--- src/rtl/core/assert_macros.svh ---
// Assertion helpers shared by the core modules
`ifndef ASSERT_MACROS_SVH
`define ASSERT_MACROS_SVH

// Implication checked on every clock edge out of reset
`define ASSERT_IMP(label, clk, rst_n, ante, cons, msg) \
    label: assert property (@(posedge clk) disable iff (!rst_n) (ante) |-> (cons)) \
        else $error(msg);

// Implication whose consequent is checked in the next cycle
`define ASSERT_NEXT(label, clk, rst_n, ante, cons, msg) \
    label: assert property (@(posedge clk) disable iff (!rst_n) (ante) |=> (cons)) \
        else $error(msg);

`endif

--- src/rtl/core/imhq_pkg.sv ---
package imhq_pkg;

    localparam int unsigned Capacity    = 256;
    localparam int unsigned PayloadBits = 32;
    localparam int unsigned AddrW       = $clog2(Capacity);
    localparam int unsigned CountW      = $clog2(Capacity + 1);

    localparam logic [1:0] OP_ENQ = 2'd0;
    localparam logic [1:0] OP_POP = 2'd1;

    localparam logic [2:0] ST_INSERTED  = 3'd0;
    localparam logic [2:0] ST_UPGRADED  = 3'd1;
    localparam logic [2:0] ST_DUPLICATE = 3'd2;
    localparam logic [2:0] ST_POPPED    = 3'd3;
    localparam logic [2:0] ST_EMPTY     = 3'd4;
    localparam logic [2:0] ST_FULL      = 3'd5;
    localparam logic [2:0] ST_FOUND     = 3'd6;
    localparam logic [2:0] ST_ABSENT    = 3'd7;

    typedef struct packed {
        logic [1:0]  opcode;
        logic [63:0] key;
        logic [7:0]  priority_req;
        logic [31:0] payload;
    } t_in_word;

    typedef struct packed {
        logic [2:0]  status;
        logic [63:0] out_key;
        logic [7:0]  out_priority;
        logic [31:0] out_payload;
        logic [8:0]  entry_count;
    } t_out_word;

    // one heap slot
    typedef struct packed {
        logic [63:0]            key;
        logic [7:0]             prio;
        logic [PayloadBits-1:0] pay;
    } t_slot;

    typedef enum logic [3:0] {
        S_IDLE,
        S_SRCH_RD,   // issue read of search address
        S_SRCH_CMP,  // compare read key
        S_UP_RD,     // read parent
        S_UP_CMP,    // compare with parent, swap
        S_POP_RD,    // last-slot data back, becomes moving entry
        S_DN_RDL,    // read left child
        S_DN_RDR,    // read right child, left data back
        S_DN_CMP,    // pick best child, swap
        S_DONE
    } t_state;

    // commands from controller to datapath
    typedef struct packed {
        logic latch_in;
        logic rd_srch;
        logic srch_next;
        logic set_cur_hit;
        logic do_append;
        logic do_upgrade;
        logic rd_parent;
        logic swap_up;
        logic rd_last;
        logic pop_root;
        logic rd_left;
        logic rd_right;
        logic latch_left;
        logic swap_down;
        logic emit;
        logic [2:0] status;
    } t_cmd;

    // status from datapath to controller
    typedef struct packed {
        logic [1:0] opcode;
        logic srch_end;
        logic key_hit;
        logic prio_higher;
        logic full;
        logic empty;
        logic at_root;
        logic up_move;
        logic has_left;
        logic has_right;
        logic dn_move;
        logic pop_last;
    } t_sts;

endpackage

--- src/rtl/core/imhq_ctrl.sv ---
module imhq_ctrl import imhq_pkg::*; (
    input  logic   i_clk,
    input  logic   i_rst_n,
    input  logic   i_start,
    input  t_sts   i_sts,
    output logic   o_busy,
    output t_cmd   o_cmd
);

    t_state r_state, n_state;

    // state register
    always_ff @(posedge i_clk) begin
        if (!i_rst_n) begin
            r_state <= S_IDLE;
        end else begin
            r_state <= n_state;
        end
    end

    // next state
    always_comb begin
        n_state = r_state;
        case (r_state)
            S_IDLE: begin
                if (i_start) n_state = S_SRCH_RD;
            end
            S_SRCH_RD: begin
                if (i_sts.opcode == OP_POP) begin
                    if (i_sts.empty)     n_state = S_DONE;
                    else if (i_sts.pop_last) n_state = S_DONE;
                    else                 n_state = S_POP_RD;
                end else if (i_sts.srch_end) begin
                    if (i_sts.opcode == OP_ENQ && !i_sts.full) n_state = S_UP_RD;
                    else                                       n_state = S_DONE;
                end else begin
                    n_state = S_SRCH_CMP;
                end
            end
            S_SRCH_CMP: begin
                if (!i_sts.key_hit) n_state = S_SRCH_RD;
                else if (i_sts.opcode == OP_ENQ && i_sts.prio_higher) n_state = S_UP_RD;
                else n_state = S_DONE;
            end
            S_UP_RD:  n_state = i_sts.at_root ? S_DONE : S_UP_CMP;
            S_UP_CMP: n_state = i_sts.up_move ? S_UP_RD : S_DONE;
            S_POP_RD: n_state = S_DN_RDL;
            S_DN_RDL: n_state = i_sts.has_left ? S_DN_RDR : S_DONE;
            S_DN_RDR: n_state = S_DN_CMP;
            S_DN_CMP: n_state = i_sts.dn_move ? S_DN_RDL : S_DONE;
            S_DONE:   n_state = S_IDLE;
            default:  n_state = S_IDLE;
        endcase
    end

    logic [2:0] r_status, n_status;

    always_ff @(posedge i_clk) begin
        r_status <= n_status;
    end

    // commands
    always_comb begin
        o_cmd    = '0;
        n_status = r_status;
        o_busy   = (r_state != S_IDLE);
        case (r_state)
            S_IDLE: begin
                o_cmd.latch_in = i_start;
            end
            S_SRCH_RD: begin
                if (i_sts.opcode == OP_POP) begin
                    if (i_sts.empty) begin
                        n_status = ST_EMPTY;
                    end else begin
                        n_status       = ST_POPPED;
                        o_cmd.pop_root = 1'b1;
                        o_cmd.rd_last  = !i_sts.pop_last;
                    end
                end else if (i_sts.srch_end) begin
                    if (i_sts.opcode != OP_ENQ) begin
                        n_status = ST_ABSENT;
                    end else if (i_sts.full) begin
                        n_status = ST_FULL;
                    end else begin
                        n_status        = ST_INSERTED;
                        o_cmd.do_append = 1'b1;
                    end
                end else begin
                    o_cmd.rd_srch = 1'b1;
                end
            end
            S_SRCH_CMP: begin
                if (!i_sts.key_hit) begin
                    o_cmd.srch_next = 1'b1;
                end else if (i_sts.opcode != OP_ENQ) begin
                    n_status = ST_FOUND;
                end else if (i_sts.prio_higher) begin
                    n_status         = ST_UPGRADED;
                    o_cmd.set_cur_hit = 1'b1;
                    o_cmd.do_upgrade = 1'b1;
                end else begin
                    n_status = ST_DUPLICATE;
                end
            end
            S_UP_RD:  o_cmd.rd_parent  = !i_sts.at_root;
            S_UP_CMP: o_cmd.swap_up    = i_sts.up_move;
            S_DN_RDL: o_cmd.rd_left    = i_sts.has_left;
            S_DN_RDR: begin
                o_cmd.rd_right   = i_sts.has_right;
                o_cmd.latch_left = 1'b1;
            end
            S_DN_CMP: o_cmd.swap_down = i_sts.dn_move;
            S_DONE:   o_cmd.emit      = 1'b1;
            default: ;
        endcase
        o_cmd.status = r_status;
    end

`include "assert_macros.svh"
    `ASSERT_NEXT(a_done_idle, i_clk, i_rst_n, r_state == S_DONE, r_state == S_IDLE, "done not followed by idle")
    `ASSERT_IMP(a_start_idle, i_clk, i_rst_n, o_cmd.latch_in, r_state == S_IDLE, "accept while busy")
    `ASSERT_NEXT(a_acc_busy, i_clk, i_rst_n, o_cmd.latch_in, o_busy, "accepted word not worked")

endmodule

--- config.mk ---
export PLATFORM = sky130hd
export DESIGN_NAME = imhq_ctrl
export DESIGN_NICKNAME = d
export VERILOG_FILES = /design/src/rtl/core/imhq_pkg.sv /design/src/rtl/core/imhq_ctrl.sv
export VERILOG_INCLUDE_DIRS = /design/src /design/src/rtl/core
export SDC_FILE = /design/constraint.sdc
export NUM_CORES = 1
export LEC_CHECK = 0
export ABC_AREA = 0
export BUFFER_PORTS_ARGS = -buffer_cell sky130_fd_sc_hd__buf_2
export CAP_MARGIN = 25
export CORE_AREA = 2 2 44 46
export DETAILED_ROUTE_END_ITERATION = 8
export DIE_AREA = 0 0 46 48
export PLACE_DENSITY = 0.72
export REMOVE_ABC_BUFFERS = 1
export SYNTH_ARGS = -nofsm -noshare
export SYNTH_HDL_FRONTEND = slang
export SYNTH_SLANG_ARGS = --single-unit
--- constraint.sdc ---
create_clock -name i_clk -period 1.25 [get_ports i_clk]
set_input_delay 0.25 -clock i_clk [delete_from_list [all_inputs] [get_ports i_clk]]
set_output_delay 0.25 -clock i_clk [all_outputs]
set_load 0.005 [all_outputs]
Word-level counts from Yosys, hierarchy flattened. Index checks and enable logic that the tools add are counted.

Output and inout bits: 19. Logic and storage cells: 72. Bits in registers: 7. Bits in latches: 0. Input port bits: 16. Memories kept: 0. Memory bits (read-only): 0. Bits in writable memories: 0.

Mux-type cells: 46. Bitwise logic cells: 0. Multiply operators: 0. Reduce and logical (&&, ||, !) cells: 11. Eq/ne operators: 13. Add/subtract/negate cells: 0. Div/mod/pow operators: 0. $lt $le $gt $ge: 0. Shifts and indexed selects: 0.

Operators by type and width (number): $mux W4 (12); $pmux W4 S9 (1); $mux W3 (7); $mux W1 (19); $eq A4 B3 Y1 const B (4); $mux W2 (6); $eq A4 B2 Y1 const B (2); $eq A4 B4 Y1 const B (2); $pmux W3 S2 (1); $eq A4 B1 Y1 const B (1); $logic_not A4 Y1 (1); $ne A2 B2 Y1 const B (2); $reduce_bool A2 Y1 (2); $reduce_bool A4 Y1 (1); $logic_not A1 Y1 (3); $ne A3 B3 Y1 const B (1); $reduce_and A3 Y1 (1); $eq A2 B1 Y1 const B (1); $logic_and A1 B1 Y1 (2); $logic_not A2 Y1 (1).

Longest topological paths before layout. Gate-level depths: netlist of the first run.

Depth after elaboration: 6. Depth in mapped cells: 5. Gate-level depth less buffers: 4.

Worst setup path before layout of the first run. Ideal clock, no wire load.

Path kind: flip-flop to output port. Start point: reg r_state[2]. End point: out o_cmd[16] (netlist bit). Path slack: -0.181 ns. Data arrival time: 1.181 ns. Path buffers: 1. Required time: 1.000 ns. Stages on the path, launching flop included: 5. Cells stage by stage: dfxtp_1 -> buf_2 -> nand2b_1 -> or3_1 -> nor3_1.

RTL lines: from (decl) (RTL line imhq_ctrl.sv:10) `t_state r_state, n_state;`; from (signal assigned) (RTL line imhq_ctrl.sv:17) `r_state <= n_state;`; to (decl) (RTL line imhq_ctrl.sv:7) `output t_cmd o_cmd`.

==> summary.md, run 1 <==
| Metric | Value |
|---|---|
| Status | `finished, violations left` |
| Failing checks | `negative setup slack` |
| Final period demand of the worst path | `1650 ps` |
| Gate Count Post-Synth | `85` |
| Hold Crit Class | `input pin to flip-flop` |
| Critical path class | `flip-flop to primary output` |
| Placed cells | `147` |
| Largest net degree at the start of global routing | `10` |
| CTS tree | `done` |
| Post-synth ARST share | `0%` |
| Yosys reg bits | `7` |
| Hold Vio Cnt, Final | `0` |
| HPWL after DPL | `around 1500 µm` |
| Port bufs | `34` |
| CTS Buffer Depth | `2` |
| Rows | `15` |
| RSZ-0062 raised after global routing | `true` |
| Root Driver | `clkbuf_4` |
| Antenna-violating nets left | `0` |
| I/O pin count | `35` |
| TNS Setup | `-5520 ps` |
| Period Utilization, post-route | `132%` |
| Post-synth EDFFs | `3` |
| Post-route DRC | `0` |
| Peak supply drop | `between 0.0006 and 0.0007 V` |
| Crit path max fanout | `8` |
| ANT cells | `0` |
| Final worst slack | `-400 ps` |
| WL final | `3000 µm` |
| Vias in the first global route | `917` |
| Non-filler cells, final | `167` |
| Gr usage total | `28.2%` |
| Worst-Skew Late Latency | `270 ps` |
| Initial Utilization | `38.1%` |
| Sinks on Clock Net | `7` |
| Hold Buf Count CTS | `0` |
| Slowest stage delay, CP | `380 ps` |
| Initial antenna violation count | `0` |
| Cell leakage power | `0.612 nW` |
| Mapped cell area | `644 µm²` |
| P&R area growth vs syn | `94.0%` |
| Final core area utilization | `between 70% and 80%` |
| Share of layout cells above drive strength 1 | `64.7%` |
| Slowest CP cell | `dfxtp_2` |
| Filler Cell Count | `roughly 120` |
| CORE AREA | `1690 µm²` |
| Routed len/inst | `between 15 and 20 µm` |
| Synth cell types | `31` |
| DRT Pass-1 Iters | `4` |
| DRT iter0 DRCs | `49` |
| Placer Congestion | `0.896` |
| Die area | `2210 µm²` |
| CTS buffer count | `3` |
| Count of pins over their slew limit | `0` |
| FMAX | `around 610 MHz` |
| Arr. time, crit path | `1400 ps` |
| Predominant post-synthesis flop cell | `dfxtp_1` |
| Setup Skew | `2.03 ps` |
| Die X | `46 µm` |
| Cell Pwr Density | `862 nW/µm²` |
| DIE HEIGHT | `48 µm` |
| Max-Cap Viols | `0` |
| Multi-input logic area | `576 µm²` |
| Nets | `167` |
| Final Setup Violations | `26` |
| Global route total overflow | `0` |
| Vias | `1025` |
| H-tree depth | `1` |
| Least-Margin Pin Slew | `297 ps` |
| First-pass GRT wire length | `between 4000 and 5000 µm` |
| Worst Setup End Kind | `primary output` |
| Commonest cells after routing, fill and taps aside | `buf_2 (34), buf_4 (24), buf_6 (7)` |
| Crit path required time | `1000 ps` |
| Mean Syn Cell Area | `~7.6 µm²` |
| CP Cell Sequence | `buf_4, nor2_2, and4b_1, buf_2` |
| Synth Warn # | `0` |
| Commonest non-fill, non-tap cell in the layout | `buf_2` |
| CP Launch Type | `flip-flop` |
| Clk pin slew, worst setup/hold paths | `50 ps` |
| FF+latch area | `179 µm²` |
| Slew margin rel. | `80.0%` |
| Vias per cell | `6.14` |
| Seq/Total Area, Yosys | `26.4%` |
==> cell type report <==
type / instances / area share, %
inverters: 1 / 0.300
well taps: 17 / 1.70
clock buffers: 4 / 2.10
multi-input cells: 72 / 46.0
flip-flops and latches: 7 / 14.3
repair buffers: 66 / 35.5
==> worst max-delay path: cells and delay by family (launching register included) <==
kind	cells	cell delay [ps]
simple gates	2	420
buf+inv	2	330
flops	1	380
==> cell families after synthesis <==
family / after synthesis / synth area share [%]
buf+inv: 6 / 4.85
simple gates: 49 / 44.9
compound gates: 20 / 19.0
flops: 7 / 26.4
mux: 3 / 4.85
==> metrics by stage <==
step	instance area, µm²	setup slack [ps]	power (W)	hold WS (ps)
final	1250	-400	0.00108	268
after global routing	1250	-412	0.00113	269
after CTS	1210	-328	0.00101	318
after detailed placement	928	-177	0.000626	588
after global placement	928	-135	0.000619	588
after floorplan	617	-215	0.000455	411
==> per-layer routing <==
metal	vias to the layer above	global-route usage, %	share of wire (%)
li1	443	-	-
met1	489	32.4	36
met2	70	45.3	49
met3	23	8.30	9.8
met4	0	18.9	5.3
met5	-	0	0
==> worst paths after layout <==
path / to / depth (start not counted) / from / slack [ps]
setup / recovery: o_cmd[10] / 4 / r_state[3]$_SDFFE_PN0P_ / -400
hold / removal: r_state[3]$_SDFFE_PN0P_ / 3 / i_rst_n / 270
setup reg to reg: r_state[1]$_SDFFE_PN0P_ / 7 / r_state[2]$_SDFFE_PN0P_ / -220
hold reg to reg: r_state[0]$_SDFFE_PN0P_ / 2 / r_state[3]$_SDFFE_PN0P_ / 680
==> registers in the layout, indices dropped and copies added (netlist names) <==
signal and cells:
r_status 3, r_state 4
==> where the power goes <==
| group | total (W) | switching (W) | internal, W |
|---|---|---|---|
| sequential | 0.000293 | 0.0000252 | 0.000267 |
| clock | 0.000218 | 0.0000958 | 0.000123 |
| combinational | 0.000567 | 0.000270 | 0.000297 |
| total | 0.00108 | 0.000391 | 0.000686 |
==> cells in the mapped netlist, types with 2 or more instances <==
cell      n  area [µm²]
nand2_1   8        30.0
or3_1     2        12.5
nand3_1   2        10.0
nor3_1    6        30.0
nor2b_1   6        37.5
nor2_1    8        30.0
a31oi_1   4        25.0
nand2b_1  3        18.8
o21bai_1  2        15.0
mux2i_1   2        20.0
a21oi_1   6        30.0
o21ai_0   4        20.0
buf_2     4        20.0
and4b_1   3        30.0
dfxtp_1   4        80.1
and3_1    4        25.0
edfxtp_1  3        90.1
==> repair_timing <==
action                                  in CTS  in global routing
pin swaps                                   17                 10
endpoints found under the setup margin      26                 26
gates resized for setup                     41                  5
buffers inserted                            14                  3
Power figures use the tool's default switching activity.
==> run 2, diff against run 1 <==
--- a/config.mk
+++ b/config.mk
@@ -9,10 +9,10 @@
 export ABC_AREA = 0
 export BUFFER_PORTS_ARGS = -buffer_cell sky130_fd_sc_hd__buf_2
 export CAP_MARGIN = 25
-export CORE_AREA = 2 2 44 46
+export CORE_AREA = 2 2 41 50
 export DETAILED_ROUTE_END_ITERATION = 8
-export DIE_AREA = 0 0 46 48
-export PLACE_DENSITY = 0.72
+export DIE_AREA = 0 0 43 52
+export PLACE_DENSITY = 0.7
 export REMOVE_ABC_BUFFERS = 1
 export SYNTH_ARGS = -nofsm -noshare
 export SYNTH_HDL_FRONTEND = slang
==> run 2 against run 1 <==
  * The flow still finishes with violations (negative setup slack)
  * Global-route usage fell by 8.0 points
  * Sequential share of layout area rose by 0.45 points
  * Die area is 1.3% higher
  * Critical path depth decreased by 1
  * Via count shrank 13%
  * Register-to-register slack lost 20 ps
  * Sequential power grew 1%
  * Routed wire length fell by 23%
  * Worst hold slack gained 22 ps
  * Total power shrank 7.3%
  * Maximum frequency is 3.2% higher
  * Core utilization down 5.2 points
==> summary.md, run 2 (same netlist as run 1, synthesis figures left out) <==
| Metric | Value |
|---|---|
| Largest Register | `r_state` |
| Hold Buf Count CTS | `0` |
| Filler Cell Count | `roughly 160` |
| Final worst slack | `-348 ps` |
| Least-Margin Pin Slew | `314 ps` |
| Nets | `approximately 160` |
| Placer Congestion | `0.846` |
| CTS Buffer Depth | `2` |
| Hold Crit Class | `input pin to flip-flop` |
| Clk pin slew, worst setup/hold paths | `60 ps` |
| Final Setup Violations | `26` |
| Post-route DRC | `0` |
| Commonest cells after routing, fill and taps aside | `buf_2 (32), buf_4 (23), buf_6 (8)` |
| FMAX | `626 MHz` |
| Sinks on Clock Net | `7` |
| Peak supply drop | `0.000548 V` |
| I/O pin count | `35` |
| Top flop regs | `r_state: 4 flops, r_status: 3 flops` |
| Period Utilization, post-route | `128%` |
| Gr usage total | `20.2%` |
| Global route total overflow | `0` |
| Busiest grt layer | `met2` |
| Cell leakage power | `about 0.59 nW` |
| DIE HEIGHT | `52 µm` |
| Root Driver | `clkbuf_4` |
| Met1 Track Usage GR | `21.7%` |
| Slew margin rel. | `between 70% and 80%` |
| DRT Pass-1 Iters | `4` |
| Routed len/inst | `~14 µm` |
| Largest register FFs | `4` |
| Commonest non-fill, non-tap cell in the layout | `buf_2` |
| Vias | `895` |
| Share of layout cells above drive strength 1 | `a little over three fifths` |
| Antenna-violating nets left | `0` |
| Rows | `17` |
| DRT iter0 DRCs | `13` |
| CTS buffer count | `3` |
| H-tree depth | `1` |
| Initial Utilization | `around 36%` |
| HPWL after DPL | `1630 µm` |
| Final core area utilization | `68.8%` |
| Crit path required time | `1000 ps` |
| Crit path max fanout | `6` |
| CORE AREA | `1790 µm²` |
| Cell Pwr Density | `around 810 nW/µm²` |
| Initial antenna violation count | `0` |
| WL final | `2310 µm` |
| Worst Setup End Kind | `primary output` |
| Vias per cell | `5.39` |
| Met2 usage | `approximately 39%` |
| Worst-Skew Late Latency | `250 ps` |
| CTS tree | `done` |
| RSZ-0062 raised after global routing | `true` |
| Arr. time, crit path | `1350 ps` |
| Critical path class | `flip-flop to primary output` |
| Setup Skew | `3.19 ps` |
| Failing checks | `negative setup slack` |
| ANT cells | `0` |
| Port bufs | `34` |
| Largest net degree at the start of global routing | `11` |
| Final period demand of the worst path | `between 1500 and 2000 ps` |
| Vias in the first global route | `842` |
| Die area | `2240 µm²` |
| Status | `finished, violations left` |
| Count of pins over their slew limit | `0` |
| Hold Vio Cnt, Final | `0` |
| Die X | `~43 µm` |
| First-pass GRT wire length | `3480 µm` |
| Met3 global-route usage | `under 10%` |
| Fin area | `1230 µm²` |
| Placed inst area | `approximately 950 µm²` |
| CP Launch Type | `flip-flop` |
| Max-Cap Viols | `0` |
| P&R area growth vs syn | `90.7%` |
[run 2: path summary, 6_finish.rpt]
check                                  to  depth (start not counted)                    start  slack, ps
setup / recovery                o_cmd[16]                          3  r_state[3]$_SDFFE_PN0P_       -350
hold / removal    r_state[1]$_SDFFE_PN0P_                          3                  i_rst_n        290
setup reg to reg  r_state[3]$_SDFFE_PN0P_                          5  r_state[3]$_SDFFE_PN0P_       -240
hold reg to reg   r_state[0]$_SDFFE_PN0P_                          3  r_state[2]$_SDFFE_PN0P_        780
[run 2: per-stage QoR]
stage	power [W]	hold WS, ps	instances	worst slack [ps]	TNS (ps)
after CTS	0.000946	285	158	-348	-4420
after floorplan	0.000455	411	80	-215	-1420
after global placement	0.000647	550	152	-175	-1940
after global routing	0.00106	313	166	-390	-6070
after detailed placement	0.000655	563	152	-209	-2150
final	0.000998	290	166	-348	-4640
[run 2: layout make-up]
type / instances / area (µm²) / share of cell area (%)
Tap cell: 19 / 23.8 / 1.93
Inverter: 1 / 3.75 / 0.305
Sequential cell: 7 / 181 / 14.8
Clock buffer: 4 / 26.3 / 2.14
Multi-Input combinational cell: 72 / 571 / 46.4
Timing Repair Buffer: 63 / 423 / 34.4
[run 2: report_power, final]
part / internal [W] / leakage, nW / switching [W]
logic: 0.000265 / 0.516 / 0.000229
clock network: 0.000122 / 0.0150 / 0.0000844
registers: 0.000267 / 0.0614 / 0.0000305
[run 2: worst max-delay path, stage by stage (launching register included)]
cell and delay, ps:
dfxtp_4 390, or3_4 420, nor3_2 160, buf_2 130
[run 2: routing by layer]
layer / share of wire [%] / vias up / wire length, µm
li1: - / 441 / -
met1: 39 / 404 / 909
met2: 52 / 44 / 1200
met3: 6.0 / 6 / 139
met4: 2.7 / 0 / 63
met5: 0 / - / 0
[run 2: what timing repair did]
| action | 4_1_cts | 5_1_grt |
|---|---|---|
| hold endpoints to repair | 0 | 0 |
| setup buffers | 2 | 8 |
| setup endpoints to repair | 26 | 25 |
| resized for setup | 29 | 17 |
| pin swaps | 6 | 13 |
